### config.mk
export PLATFORM = sky130hd
export DESIGN_NAME = binary_min_heap_queue_core
export DESIGN_NICKNAME = d
export VERILOG_FILES = /design/src/rtl/bmhq_pkg.sv /design/src/rtl/bmhq_ram.sv /design/src/rtl/bmhq_cmp.sv /design/src/rtl/bmhq_seq.sv /design/src/rtl/binary_min_heap_queue_core.sv
export SDC_FILE = /design/constraint.sdc
export NUM_CORES = 2
export LEC_CHECK = 0
export BUFFER_PORTS_ARGS = -buffer_cell sky130_fd_sc_hd__buf_2
export CAP_MARGIN = 10
export CORE_ASPECT_RATIO = 1.75
export CORE_MARGIN = 10
export CORE_UTILIZATION = 30
export CTS_CLUSTER_SIZE = 24
export DETAILED_ROUTE_END_ITERATION = 8
export SYNTH_ARGS = -nofsm -noshare
export SYNTH_HDL_FRONTEND = slang
export SYNTH_SLANG_ARGS = --single-unit
### constraint.sdc
create_clock -name clk_i -period 15.3 [get_ports clk_i]
set_input_delay 1.53 -clock clk_i [delete_from_list [all_inputs] [get_ports clk_i]]
set_output_delay 1.53 -clock clk_i [all_outputs]
set_load 0.01 [all_outputs]
### src/rtl/bmhq_pkg.sv
package bmhq_pkg;

  // Defaults for the top-level parameters
  localparam int unsigned CAPACITY_DEF  = 64;
  localparam int unsigned KEY_WIDTH_DEF = 32;

  // Fixed port field widths
  localparam int unsigned CMD_W      = 2;
  localparam int unsigned PORT_KEY_W = 32;
  localparam int unsigned TAG_W      = 16;
  localparam int unsigned IDX_W      = 6;
  localparam int unsigned STAT_W     = 2;
  localparam int unsigned CNT_W      = 7;

  // Heap position of the minimum entry
  localparam int unsigned ROOT = 0;

  typedef enum logic [CMD_W-1:0] {
    CMD_ENQ  = 2'd0,
    CMD_DEQ  = 2'd1,
    CMD_PEEK = 2'd2,
    CMD_NOP  = 2'd3
  } cmd_e;

  typedef enum logic [STAT_W-1:0] {
    ST_OK        = 2'd0,
    ST_EMPTY     = 2'd1,
    ST_FULL      = 2'd2,
    ST_BAD_INDEX = 2'd3
  } status_e;

  typedef enum logic [3:0] {
    S_IDLE,
    S_UP_CMP,
    S_PUT,
    S_DQ_ROOT,
    S_DQ_LAST,
    S_DN_L,
    S_DN_R,
    S_DN_SEL,
    S_DN_CMP,
    S_PK,
    S_DONE
  } state_e;

  // Operand pairing of the shared comparator
  typedef enum logic [1:0] {
    CMP_UP,     // moving entry < parent read from the store
    CMP_RIGHT,  // right child read from the store < held left child
    CMP_DOWN    // held child < moving entry
  } cmp_sel_e;

  typedef struct packed {
    status_e                 status;
    logic [PORT_KEY_W-1:0]   key;
    logic [TAG_W-1:0]        tag;
    logic [CNT_W-1:0]        count;
  } res_t;

endpackage

### src/rtl/bmhq_ram.sv
module bmhq_ram #(
  parameter int unsigned WIDTH = 48,
  parameter int unsigned DEPTH = 64
) (
  input  logic                     clk_i,
  input  logic                     we_i,
  input  logic [$clog2(DEPTH)-1:0] waddr_i,
  input  logic [WIDTH-1:0]         wdata_i,
  input  logic [$clog2(DEPTH)-1:0] raddr_i,
  output logic [WIDTH-1:0]         rdata_o
);

  logic [WIDTH-1:0] mem [DEPTH];
  logic [WIDTH-1:0] rdata_q;

  // One write port, one registered read port
  always_ff @(posedge clk_i) begin
    if (we_i) begin
      mem[waddr_i] <= wdata_i;
    end
    rdata_q <= mem[raddr_i];
  end

  assign rdata_o = rdata_q;

endmodule

### src/rtl/bmhq_cmp.sv
module bmhq_cmp #(
  parameter int unsigned KEY_WIDTH = bmhq_pkg::KEY_WIDTH_DEF
) (
  input  bmhq_pkg::cmp_sel_e   sel_i,
  input  logic [KEY_WIDTH-1:0] mov_key_i,
  input  logic [KEY_WIDTH-1:0] child_key_i,
  input  logic [KEY_WIDTH-1:0] rd_key_i,
  output logic                 lt_o
);

  logic [KEY_WIDTH-1:0] op_a;
  logic [KEY_WIDTH-1:0] op_b;

  // Operand routing for the single strict less-than
  always_comb begin
    unique case (sel_i)
      bmhq_pkg::CMP_UP: begin
        op_a = mov_key_i;
        op_b = rd_key_i;
      end
      bmhq_pkg::CMP_RIGHT: begin
        op_a = rd_key_i;
        op_b = child_key_i;
      end
      bmhq_pkg::CMP_DOWN: begin
        op_a = child_key_i;
        op_b = mov_key_i;
      end
      default: begin
        op_a = mov_key_i;
        op_b = rd_key_i;
      end
    endcase
  end

  assign lt_o = op_a < op_b;

endmodule

### src/rtl/bmhq_seq.sv
module bmhq_seq #(
  parameter int unsigned CAPACITY  = bmhq_pkg::CAPACITY_DEF,
  parameter int unsigned KEY_WIDTH = bmhq_pkg::KEY_WIDTH_DEF
) (
  input  logic                                 clk_i,
  input  logic                                 rst_ni,
  // command side
  input  logic                                 in_valid_i,
  output logic                                 in_stall_o,
  input  logic [bmhq_pkg::CMD_W-1:0]           command_i,
  input  logic [bmhq_pkg::PORT_KEY_W-1:0]      entry_key_i,
  input  logic [bmhq_pkg::TAG_W-1:0]           entry_tag_i,
  input  logic [bmhq_pkg::IDX_W-1:0]           peek_index_i,
  // result hand-off
  input  logic                                 out_free_i,
  output logic                                 done_o,
  output bmhq_pkg::res_t                       res_o,
  // heap store
  output logic                                 ram_we_o,
  output logic [$clog2(CAPACITY)-1:0]          ram_waddr_o,
  output logic [KEY_WIDTH+bmhq_pkg::TAG_W-1:0] ram_wdata_o,
  output logic [$clog2(CAPACITY)-1:0]          ram_raddr_o,
  input  logic [KEY_WIDTH+bmhq_pkg::TAG_W-1:0] ram_rdata_i,
  // shared comparator
  output bmhq_pkg::cmp_sel_e                   cmp_sel_o,
  output logic [KEY_WIDTH-1:0]                 cmp_mov_key_o,
  output logic [KEY_WIDTH-1:0]                 cmp_child_key_o,
  output logic [KEY_WIDTH-1:0]                 cmp_rd_key_o,
  input  logic                                 cmp_lt_i
);

  localparam int unsigned AW    = $clog2(CAPACITY);
  localparam int unsigned CW    = $clog2(CAPACITY + 1);
  localparam int unsigned PW    = AW + 2;
  localparam int unsigned TW    = bmhq_pkg::TAG_W;
  localparam int unsigned PKW   = bmhq_pkg::PORT_KEY_W;
  localparam int unsigned IW    = bmhq_pkg::IDX_W;
  localparam int unsigned NW    = bmhq_pkg::CNT_W;
  localparam logic [CW-1:0] CAP_C  = CW'(CAPACITY);
  localparam logic [AW-1:0] ROOT_A = AW'(bmhq_pkg::ROOT);

  bmhq_pkg::state_e   state_q, state_d;
  logic [CW-1:0]      occ_q, occ_d;
  logic [AW-1:0]      hole_q, hole_d;
  logic [AW-1:0]      pick_q, pick_d;
  logic [KEY_WIDTH-1:0] mov_key_q, mov_key_d;
  logic [TW-1:0]      mov_tag_q, mov_tag_d;
  logic [KEY_WIDTH-1:0] child_key_q, child_key_d;
  logic [TW-1:0]      child_tag_q, child_tag_d;
  bmhq_pkg::status_e  res_status_q, res_status_d;
  logic [PKW-1:0]     res_key_q, res_key_d;
  logic [TW-1:0]      res_tag_q, res_tag_d;

  bmhq_pkg::cmd_e     cmd;
  logic               accept;
  logic               full;
  logic               empty;
  logic               idx_past;
  logic [CW+IW-1:0]   idx_e;
  logic [CW+IW-1:0]   occ_ie;
  logic [KEY_WIDTH+PKW-1:0] in_key_e;
  logic [KEY_WIDTH+PKW-1:0] rd_key_e;
  logic [CW+NW-1:0]   cnt_e;
  logic [KEY_WIDTH-1:0] rd_key;
  logic [TW-1:0]      rd_tag;
  logic [CW-1:0]      occ_m1;
  logic [CW-1:0]      occ_par;
  logic [AW-1:0]      par;
  logic [AW-1:0]      par_par;
  logic [PW-1:0]      occ_w;
  logic [PW-1:0]      lc_w;
  logic [PW-1:0]      rc_w;
  logic [PW-1:0]      lcp_w;
  logic               lc_in;
  logic               rc_in;
  logic               lcp_in;

  // Decode and width conversions
  assign cmd      = bmhq_pkg::cmd_e'(command_i);
  assign accept   = in_valid_i && (state_q == bmhq_pkg::S_IDLE);
  assign full     = occ_q == CAP_C;
  assign empty    = occ_q == '0;
  assign idx_e    = {{CW{1'b0}}, peek_index_i};
  assign occ_ie   = {{IW{1'b0}}, occ_q};
  assign idx_past = idx_e >= occ_ie;
  assign in_key_e = {{KEY_WIDTH{1'b0}}, entry_key_i};
  assign rd_key   = ram_rdata_i[KEY_WIDTH+TW-1:TW];
  assign rd_tag   = ram_rdata_i[TW-1:0];
  assign rd_key_e = {{PKW{1'b0}}, rd_key};
  assign cnt_e    = {{NW{1'b0}}, occ_q};

  // Tree navigation
  assign occ_m1  = occ_q - CW'(1);
  assign occ_par = occ_m1 >> 1;
  assign par     = (hole_q - AW'(1)) >> 1;
  assign par_par = (par - AW'(1)) >> 1;
  assign occ_w   = {{(PW-CW){1'b0}}, occ_q};
  assign lc_w    = {1'b0, hole_q, 1'b1};
  assign rc_w    = lc_w + PW'(1);
  assign lcp_w   = {1'b0, pick_q, 1'b1};
  assign lc_in   = lc_w < occ_w;
  assign rc_in   = rc_w < occ_w;
  assign lcp_in  = lcp_w < occ_w;

  // Next state
  always_comb begin
    state_d = state_q;
    unique case (state_q)
      bmhq_pkg::S_IDLE: begin
        if (in_valid_i) begin
          unique case (cmd)
            bmhq_pkg::CMD_ENQ: begin
              if (full) begin
                state_d = bmhq_pkg::S_DONE;
              end else if (empty) begin
                state_d = bmhq_pkg::S_PUT;
              end else begin
                state_d = bmhq_pkg::S_UP_CMP;
              end
            end
            bmhq_pkg::CMD_DEQ: begin
              state_d = empty ? bmhq_pkg::S_DONE : bmhq_pkg::S_DQ_ROOT;
            end
            bmhq_pkg::CMD_PEEK: begin
              state_d = (empty || idx_past) ? bmhq_pkg::S_DONE : bmhq_pkg::S_PK;
            end
            bmhq_pkg::CMD_NOP: begin
              state_d = bmhq_pkg::S_DONE;
            end
          endcase
        end
      end
      bmhq_pkg::S_UP_CMP: begin
        if (cmp_lt_i && (par != ROOT_A)) begin
          state_d = bmhq_pkg::S_UP_CMP;
        end else begin
          state_d = bmhq_pkg::S_PUT;
        end
      end
      bmhq_pkg::S_PUT:     state_d = bmhq_pkg::S_DONE;
      bmhq_pkg::S_DQ_ROOT: state_d = bmhq_pkg::S_DQ_LAST;
      bmhq_pkg::S_DQ_LAST: begin
        state_d = empty ? bmhq_pkg::S_DONE : bmhq_pkg::S_DN_L;
      end
      bmhq_pkg::S_DN_L: begin
        state_d = lc_in ? bmhq_pkg::S_DN_R : bmhq_pkg::S_PUT;
      end
      bmhq_pkg::S_DN_R: begin
        state_d = rc_in ? bmhq_pkg::S_DN_SEL : bmhq_pkg::S_DN_CMP;
      end
      bmhq_pkg::S_DN_SEL:  state_d = bmhq_pkg::S_DN_CMP;
      bmhq_pkg::S_DN_CMP: begin
        state_d = (cmp_lt_i && lcp_in) ? bmhq_pkg::S_DN_R : bmhq_pkg::S_PUT;
      end
      bmhq_pkg::S_PK:      state_d = bmhq_pkg::S_DONE;
      bmhq_pkg::S_DONE: begin
        if (out_free_i) begin
          state_d = bmhq_pkg::S_IDLE;
        end
      end
      default:             state_d = bmhq_pkg::S_IDLE;
    endcase
  end

  // Datapath, store and comparator control
  always_comb begin
    occ_d        = occ_q;
    hole_d       = hole_q;
    pick_d       = pick_q;
    mov_key_d    = mov_key_q;
    mov_tag_d    = mov_tag_q;
    child_key_d  = child_key_q;
    child_tag_d  = child_tag_q;
    res_status_d = res_status_q;
    res_key_d    = res_key_q;
    res_tag_d    = res_tag_q;
    ram_we_o     = 1'b0;
    ram_waddr_o  = hole_q;
    ram_wdata_o  = {mov_key_q, mov_tag_q};
    ram_raddr_o  = ROOT_A;
    cmp_sel_o    = bmhq_pkg::CMP_UP;
    done_o       = 1'b0;
    unique case (state_q)
      bmhq_pkg::S_IDLE: begin
        if (in_valid_i) begin
          res_status_d = bmhq_pkg::ST_OK;
          res_key_d    = '0;
          res_tag_d    = '0;
          unique case (cmd)
            bmhq_pkg::CMD_ENQ: begin
              if (full) begin
                res_status_d = bmhq_pkg::ST_FULL;
              end else begin
                // new entry opens a hole at the end; fetch its parent
                occ_d       = occ_q + CW'(1);
                hole_d      = occ_q[AW-1:0];
                mov_key_d   = in_key_e[KEY_WIDTH-1:0];
                mov_tag_d   = entry_tag_i;
                ram_raddr_o = occ_par[AW-1:0];
              end
            end
            bmhq_pkg::CMD_DEQ: begin
              if (empty) begin
                res_status_d = bmhq_pkg::ST_EMPTY;
              end
              ram_raddr_o = ROOT_A;
            end
            bmhq_pkg::CMD_PEEK: begin
              if (empty) begin
                res_status_d = bmhq_pkg::ST_EMPTY;
              end else if (idx_past) begin
                res_status_d = bmhq_pkg::ST_BAD_INDEX;
              end
              ram_raddr_o = idx_e[AW-1:0];
            end
            bmhq_pkg::CMD_NOP: begin
              res_status_d = bmhq_pkg::ST_OK;
            end
          endcase
        end
      end
      bmhq_pkg::S_UP_CMP: begin
        // parent moves down into the hole while the moving entry is smaller
        cmp_sel_o = bmhq_pkg::CMP_UP;
        if (cmp_lt_i) begin
          ram_we_o    = 1'b1;
          ram_wdata_o = ram_rdata_i;
          hole_d      = par;
          ram_raddr_o = par_par;
        end
      end
      bmhq_pkg::S_PUT: begin
        ram_we_o = 1'b1;
      end
      bmhq_pkg::S_DQ_ROOT: begin
        res_key_d   = rd_key_e[PKW-1:0];
        res_tag_d   = rd_tag;
        occ_d       = occ_m1;
        ram_raddr_o = occ_m1[AW-1:0];
      end
      bmhq_pkg::S_DQ_LAST: begin
        mov_key_d = rd_key;
        mov_tag_d = rd_tag;
        hole_d    = ROOT_A;
      end
      bmhq_pkg::S_DN_L: begin
        ram_raddr_o = lc_w[AW-1:0];
      end
      bmhq_pkg::S_DN_R: begin
        child_key_d = rd_key;
        child_tag_d = rd_tag;
        pick_d      = lc_w[AW-1:0];
        ram_raddr_o = rc_w[AW-1:0];
      end
      bmhq_pkg::S_DN_SEL: begin
        // right child wins only when strictly smaller
        cmp_sel_o = bmhq_pkg::CMP_RIGHT;
        if (cmp_lt_i) begin
          child_key_d = rd_key;
          child_tag_d = rd_tag;
          pick_d      = rc_w[AW-1:0];
        end
      end
      bmhq_pkg::S_DN_CMP: begin
        cmp_sel_o = bmhq_pkg::CMP_DOWN;
        if (cmp_lt_i) begin
          ram_we_o    = 1'b1;
          ram_wdata_o = {child_key_q, child_tag_q};
          hole_d      = pick_q;
          ram_raddr_o = lcp_w[AW-1:0];
        end
      end
      bmhq_pkg::S_PK: begin
        res_key_d = rd_key_e[PKW-1:0];
        res_tag_d = rd_tag;
      end
      bmhq_pkg::S_DONE: begin
        done_o = 1'b1;
      end
      default: begin
        done_o = 1'b0;
      end
    endcase
  end

  assign in_stall_o      = state_q != bmhq_pkg::S_IDLE;
  assign cmp_mov_key_o   = mov_key_q;
  assign cmp_child_key_o = child_key_q;
  assign cmp_rd_key_o    = rd_key;
  assign res_o           = '{status: res_status_q, key: res_key_q, tag: res_tag_q,
                             count: cnt_e[NW-1:0]};

  // Control state
  always_ff @(posedge clk_i or negedge rst_ni) begin
    if (!rst_ni) begin
      state_q <= bmhq_pkg::S_IDLE;
      occ_q   <= '0;
    end else begin
      state_q <= state_d;
      occ_q   <= occ_d;
    end
  end

  // Working registers
  always_ff @(posedge clk_i) begin
    hole_q       <= hole_d;
    pick_q       <= pick_d;
    mov_key_q    <= mov_key_d;
    mov_tag_q    <= mov_tag_d;
    child_key_q  <= child_key_d;
    child_tag_q  <= child_tag_d;
    res_status_q <= res_status_d;
    res_key_q    <= res_key_d;
    res_tag_q    <= res_tag_d;
  end

  // Count never exceeds capacity
  a_occ_bound: assert property (@(posedge clk_i) disable iff (!rst_ni)
    occ_q <= CAP_C)
    else $error("entry count above capacity");

  // The store is never written while idle
  a_no_idle_write: assert property (@(posedge clk_i) disable iff (!rst_ni)
    (state_q == bmhq_pkg::S_IDLE) |-> !ram_we_o)
    else $error("store write while idle");

  // A finished result waits until the output register can take it
  a_done_hold: assert property (@(posedge clk_i) disable iff (!rst_ni)
    (done_o && !out_free_i) |=> done_o)
    else $error("result dropped while output busy");

  // Count moves only on an accepted enqueue or when the root is taken
  a_occ_change: assert property (@(posedge clk_i) disable iff (!rst_ni)
    (!(accept && (cmd == bmhq_pkg::CMD_ENQ)) && (state_q != bmhq_pkg::S_DQ_ROOT))
      |=> $stable(occ_q))
    else $error("entry count changed unexpectedly");

endmodule

### src/rtl/binary_min_heap_queue_core.sv
// Binary min-heap priority queue.
// Command channel (in_valid_i / in_stall_o): command_i selects enqueue of
// entry_key_i / entry_tag_i, dequeue of the smallest key, or peek at heap
// position peek_index_i (0 is the root). A transaction is taken when valid
// is high and stall is low; stall is high while a command is in progress.
// Result channel (out_valid_o / out_stall_i): one transaction per command
// with status_o, result_key_o, result_tag_o and entry_count_o (count after
// the command). The result sits in an output register, so the next command
// is accepted while an earlier result is still stalled.
// All work goes through one single-port-read store and one
// shared comparator.
// Reset empties the queue (count zero); store contents are left as is.
// If the receiver stalls, the next command finishes and then waits until
// the output register frees up.
module binary_min_heap_queue_core #(
  parameter int unsigned CAPACITY  = bmhq_pkg::CAPACITY_DEF,
  parameter int unsigned KEY_WIDTH = bmhq_pkg::KEY_WIDTH_DEF
) (
  input  logic                               clk_i,
  input  logic                               rst_ni,
  input  logic                               in_valid_i,
  output logic                               in_stall_o,
  input  logic [bmhq_pkg::CMD_W-1:0]         command_i,
  input  logic [bmhq_pkg::PORT_KEY_W-1:0]    entry_key_i,
  input  logic [bmhq_pkg::TAG_W-1:0]         entry_tag_i,
  input  logic [bmhq_pkg::IDX_W-1:0]         peek_index_i,
  output logic                               out_valid_o,
  input  logic                               out_stall_i,
  output logic [bmhq_pkg::STAT_W-1:0]        status_o,
  output logic [bmhq_pkg::PORT_KEY_W-1:0]    result_key_o,
  output logic [bmhq_pkg::TAG_W-1:0]         result_tag_o,
  output logic [bmhq_pkg::CNT_W-1:0]         entry_count_o
);

  localparam int unsigned AW = $clog2(CAPACITY);
  localparam int unsigned DW = KEY_WIDTH + bmhq_pkg::TAG_W;

  logic                 ram_we;
  logic [AW-1:0]        ram_waddr;
  logic [DW-1:0]        ram_wdata;
  logic [AW-1:0]        ram_raddr;
  logic [DW-1:0]        ram_rdata;
  bmhq_pkg::cmp_sel_e   cmp_sel;
  logic [KEY_WIDTH-1:0] cmp_mov_key;
  logic [KEY_WIDTH-1:0] cmp_child_key;
  logic [KEY_WIDTH-1:0] cmp_rd_key;
  logic                 cmp_lt;
  logic                 done;
  logic                 out_free;
  bmhq_pkg::res_t       res;
  logic                 out_valid_q, out_valid_d;
  bmhq_pkg::res_t       out_q, out_d;

  bmhq_seq #(
    .CAPACITY  (CAPACITY),
    .KEY_WIDTH (KEY_WIDTH)
  ) u_seq (
    .clk_i           (clk_i),
    .rst_ni          (rst_ni),
    .in_valid_i      (in_valid_i),
    .in_stall_o      (in_stall_o),
    .command_i       (command_i),
    .entry_key_i     (entry_key_i),
    .entry_tag_i     (entry_tag_i),
    .peek_index_i    (peek_index_i),
    .out_free_i      (out_free),
    .done_o          (done),
    .res_o           (res),
    .ram_we_o        (ram_we),
    .ram_waddr_o     (ram_waddr),
    .ram_wdata_o     (ram_wdata),
    .ram_raddr_o     (ram_raddr),
    .ram_rdata_i     (ram_rdata),
    .cmp_sel_o       (cmp_sel),
    .cmp_mov_key_o   (cmp_mov_key),
    .cmp_child_key_o (cmp_child_key),
    .cmp_rd_key_o    (cmp_rd_key),
    .cmp_lt_i        (cmp_lt)
  );

  bmhq_ram #(
    .WIDTH (DW),
    .DEPTH (CAPACITY)
  ) u_store (
    .clk_i   (clk_i),
    .we_i    (ram_we),
    .waddr_i (ram_waddr),
    .wdata_i (ram_wdata),
    .raddr_i (ram_raddr),
    .rdata_o (ram_rdata)
  );

  bmhq_cmp #(
    .KEY_WIDTH (KEY_WIDTH)
  ) u_cmp (
    .sel_i       (cmp_sel),
    .mov_key_i   (cmp_mov_key),
    .child_key_i (cmp_child_key),
    .rd_key_i    (cmp_rd_key),
    .lt_o        (cmp_lt)
  );

  // Output register: loads a finished result when empty or being drained
  assign out_free = !out_valid_q || !out_stall_i;

  always_comb begin
    out_valid_d = out_valid_q;
    out_d       = out_q;
    if (done && out_free) begin
      out_valid_d = 1'b1;
      out_d       = res;
    end else if (out_valid_q && !out_stall_i) begin
      out_valid_d = 1'b0;
    end
  end

  always_ff @(posedge clk_i or negedge rst_ni) begin
    if (!rst_ni) begin
      out_valid_q <= 1'b0;
    end else begin
      out_valid_q <= out_valid_d;
    end
  end

  always_ff @(posedge clk_i) begin
    out_q <= out_d;
  end

  assign out_valid_o   = out_valid_q;
  assign status_o      = out_q.status;
  assign result_key_o  = out_q.key;
  assign result_tag_o  = out_q.tag;
  assign entry_count_o = out_q.count;

endmodule

==> results.toml <==
[min_path]
hold_path_class = "reg -> reg"
hold_path_startpoint = "u_seq.res_key_q[15]$_SDFFCE_PN0P_"
hold_depth = 0
min_to = "result_key_o[15]$_DFFE_PP_"

[global_route]
track_usage = 0.188
grt_pass1_vias = 81734
grt_overflow = 0
grt_pass1_wl_um = 639000
antenna_found_initial = 24
grt_max_degree = 157

[setup_path]
path_class = "reg -> reg"
cp.required_ns = 16.17
crit_fanout = 151
arrival_ns = 9.46
r2r_start = "u_seq.state_q[2]$_DFFE_PN0P_"
cp-end-kind = "flip-flop"
crit_path_start_kind = "flip-flop"
reg2reg_depth = 18
r2r_setup_slack_ns = 6.72
reg2reg_to = "u_store.rdata_o[36]$_DFF_P_"

[placement]
dp_hpwl_um = 257000
dp_cells = 15011
gp_congestion = 0.848
io_buffers = 118
dp_slack_ns = 7.00

[power_and_ir_drop]
pwr-share-seq = 0.390
pwr_density_cell_nw_per_um2 = 210
p_sw_uw = 12800
power_frac_comb = 0.378
p_clk_frac = 0.232
switching_share = 0.403
p_leak_uw = 0.0501
ir_drop_mv = 0.216
internal-power_uw = 18900

[floorplanning]
design.die.area_um2 = 472000
dieHeight_um = 902
fp.coreArea_um2 = 442000
start_util = 0.301
io_pins = 119
rows = 323
die_w_um = 524

[synthesis]
yosysSeqAreaShare = 0.750
ys_dominant_reg_cell = "edfxtp_1"
ys_types = 85
synth_edf_count = 3287
synth_area_per_cell_um2 = 14.2
async_flop_share = 0.00359
synth_warnings = 0
synth_seq_cells = 3347
syn_inst = 9405
syn-num-nets = 9525
synthesis.area_um2 = 133000

[finish]
final_cell_mix = "3,287 x edfxtp_1, 2,430 x nand2_1, 699 x nand3_1"
syn_to_final_growth_pct = 12.9
layout.nets = 9557
layout_commonest_cell = "edfxtp_1"
layout-drive-gt1-share = 0.104
nFillCells = 42520
final_cells = 15506

[timing]
tns_ns = 0
post-route-period-util = 0.561
fin_worst_skew_ns = 0.0690
hold_viol_final = 0
fin_crit_ns = 8.58
max_slew_margin = 0.105
rsz0062_at_grt = "no"
setup_viol = 0
timing.fmax_mhz = 116
worstMarginPinSlew_ns = 1.34
final.setup.worst_slack_ns = 6.72
report.final.slew_viol_count = 0

[drt]
antenna_left = 0
vias = 86017
drc_errors = 0
drtPass1Iterations = 8
viasPerCell = 5.55
wl_um = 467000
wl_per_cell_um = 30.1
drtIter0Drc = 11242

[clock_tree]
cts.clk_slew.worst_paths_ns = 0.08
cts_tree = "built"
cts-resized-gates = 0
hold_buffers = 0
cts_sinks = 3347
cts_buffer_depth = 4
clk_latency_ns = 0.93
root_buffer = "clkbuf_16"
htreeDepth = 5
post_cts_buffers = 0
cts-buffers-inserted = 274

[status]
status = "finished clean"

[flow_run]
cap_violations = 0
metrics by stage:
step / power (µW) / hold WS [ns] / utilization / instance area (µm²)
after floorplan: 19500 / 0.400 / - / 133000
after global placement: 24100 / 0.401 / 0.320 / 141000
after detailed placement: 24300 / 0.405 / 0.320 / 141000
after CTS: 31500 / 0.415 / 0.340 / 150000
after global routing: 32600 / 0.428 / 0.340 / 150000
final: 31700 / 0.415 / 0.340 / 150000
cells in the mapped netlist (50+ instances only):
cell,count,area share
mux2i_1,338,0.025
and2_1,59,0.0028
nor2_1,82,0.0023
clkbuf_1,175,0.0049
a221oi_1,72,0.0047
and3_1,205,0.0096
a311oi_1,62,0.0041
buf_1,50,0.0014
a21oi_1,189,0.0071
buf_2,330,0.012
ha_1,60,0.0056
nand3_1,700,0.026
a31oi_1,283,0.013
o21ai_0,132,0.0050
a32oi_1,167,0.011
mux2_2,55,0.0046
a22oi_1,106,0.0060
nand4_1,82,0.0039
nand2_1,2433,0.069
edfxtp_1,3287,0.74
metal layers:
metal  global-route usage  up-vias  share of wire
met1                0.208    43903           0.33
met3               0.0299     1386          0.087
li1                     -    35609              -
met4                0.136        6          0.085
met2                0.327     5113           0.50
met5                    0        -       0.000077
critical path: stages (launching register included):
cell	delay, ns
dfrtp_1	0.95
and4b_2	0.83
buf_4	0.55
a22o_1	0.20
a21oi_1	0.04
ha_1	0.35
nand4_1	0.17
nor4_1	0.79
nand2_1	0.19
o21ai_2	0.51
o41a_2	0.29
buf_12	0.41
buf_12	0.62
buf_4	0.83
mux2i_1	0.17
a221oi_1	0.47
a21oi_1	0.13
o221ai_1	0.31
and3_1	0.19
how the worst max path moves through the flow:
stage / end / from / depth (start not counted) / slack (ns)
4_1_cts: u_store.rdata_o[34]$_DFF_P_ / u_seq.state_q[2]$_DFFE_PN0P_ / 20 / 6.98
3_3_place_gp: u_store.rdata_o[9]$_DFF_P_ / u_seq.state_q[2]$_DFFE_PN0P_ / 20 / 7.02
5_1_grt: u_store.rdata_o[36]$_DFF_P_ / u_seq.state_q[2]$_DFFE_PN0P_ / 18 / 6.43
3_5_place_dp: u_store.rdata_o[40]$_DFF_P_ / u_seq.state_q[2]$_DFFE_PN0P_ / 19 / 7.00
2_1_floorplan: u_seq.child_tag_q[0]$_DFFE_PP_ / u_seq.state_q[2]$_DFFE_PN0P_ / 16 / 7.45
6_report: u_store.rdata_o[36]$_DFF_P_ / u_seq.state_q[2]$_DFFE_PN0P_ / 18 / 6.72
cell type report:
type	count	area, µm²	area share
Antenna cell	13	32.5	0.000216
Clock buffer	358	7540	0.0502
Clock inverter	124	1430	0.00949
Inverter	17	63.8	0.000424
Multi-Input combinational cell	5434	31400	0.209
Sequential cell	3347	100000	0.665
Tap cell	5850	7320	0.0487
Timing Repair Buffer	363	2660	0.0177
cells by family (layout without fill, tap and decap cells):
logic type | Yosys count | count (layout) | share of synthesized area
and+or+nand+nor | 3686 | 3686 | 0.120
muxes | 416 | 416 | 0.0339
DFF | 3347 | 3347 | 0.750
xor gates and xnor gates | 23 | 23 | 0.00151
adders and majority gates | 60 | 60 | 0.00563
buffers and inverters | 624 | 862 | 0.0225
other | 0 | 13 | 0
AOI/OAI and AO/OA | 1249 | 1249 | 0.0663
power groups by stage:
stage	Clock, µW	Combinational [µW]	Sequential, µW
6_report	7340	12000	12300
5_1_grt	7680	12500	12400
2_1_floorplan	0	7030	12400
3_5_place_dp	0	11700	12500
4_1_cts	7380	11800	12300
3_3_place_gp	0	11600	12500
flip-flops by register name (all words and copies together) (netlist names):
register and cells:
u_seq.child_tag_q 16, u_seq.mov_tag_q 16, u_seq.state_q 4, entry_count_o 7, u_seq.res_status_q 2, u_seq.res_key_q 32, u_store.mem 3072, result_tag_o 16
out_valid_o 1, result_key_o 32, u_store.rdata_o 48, u_seq.ram_waddr_o 6, status_o 2, u_seq.cmp_child_key_o 32, u_seq.occ_q 7, u_seq.cmp_mov_key_o 32
u_seq.pick_q 6, u_seq.res_tag_q 16
Power figures use the tool's default switching activity.
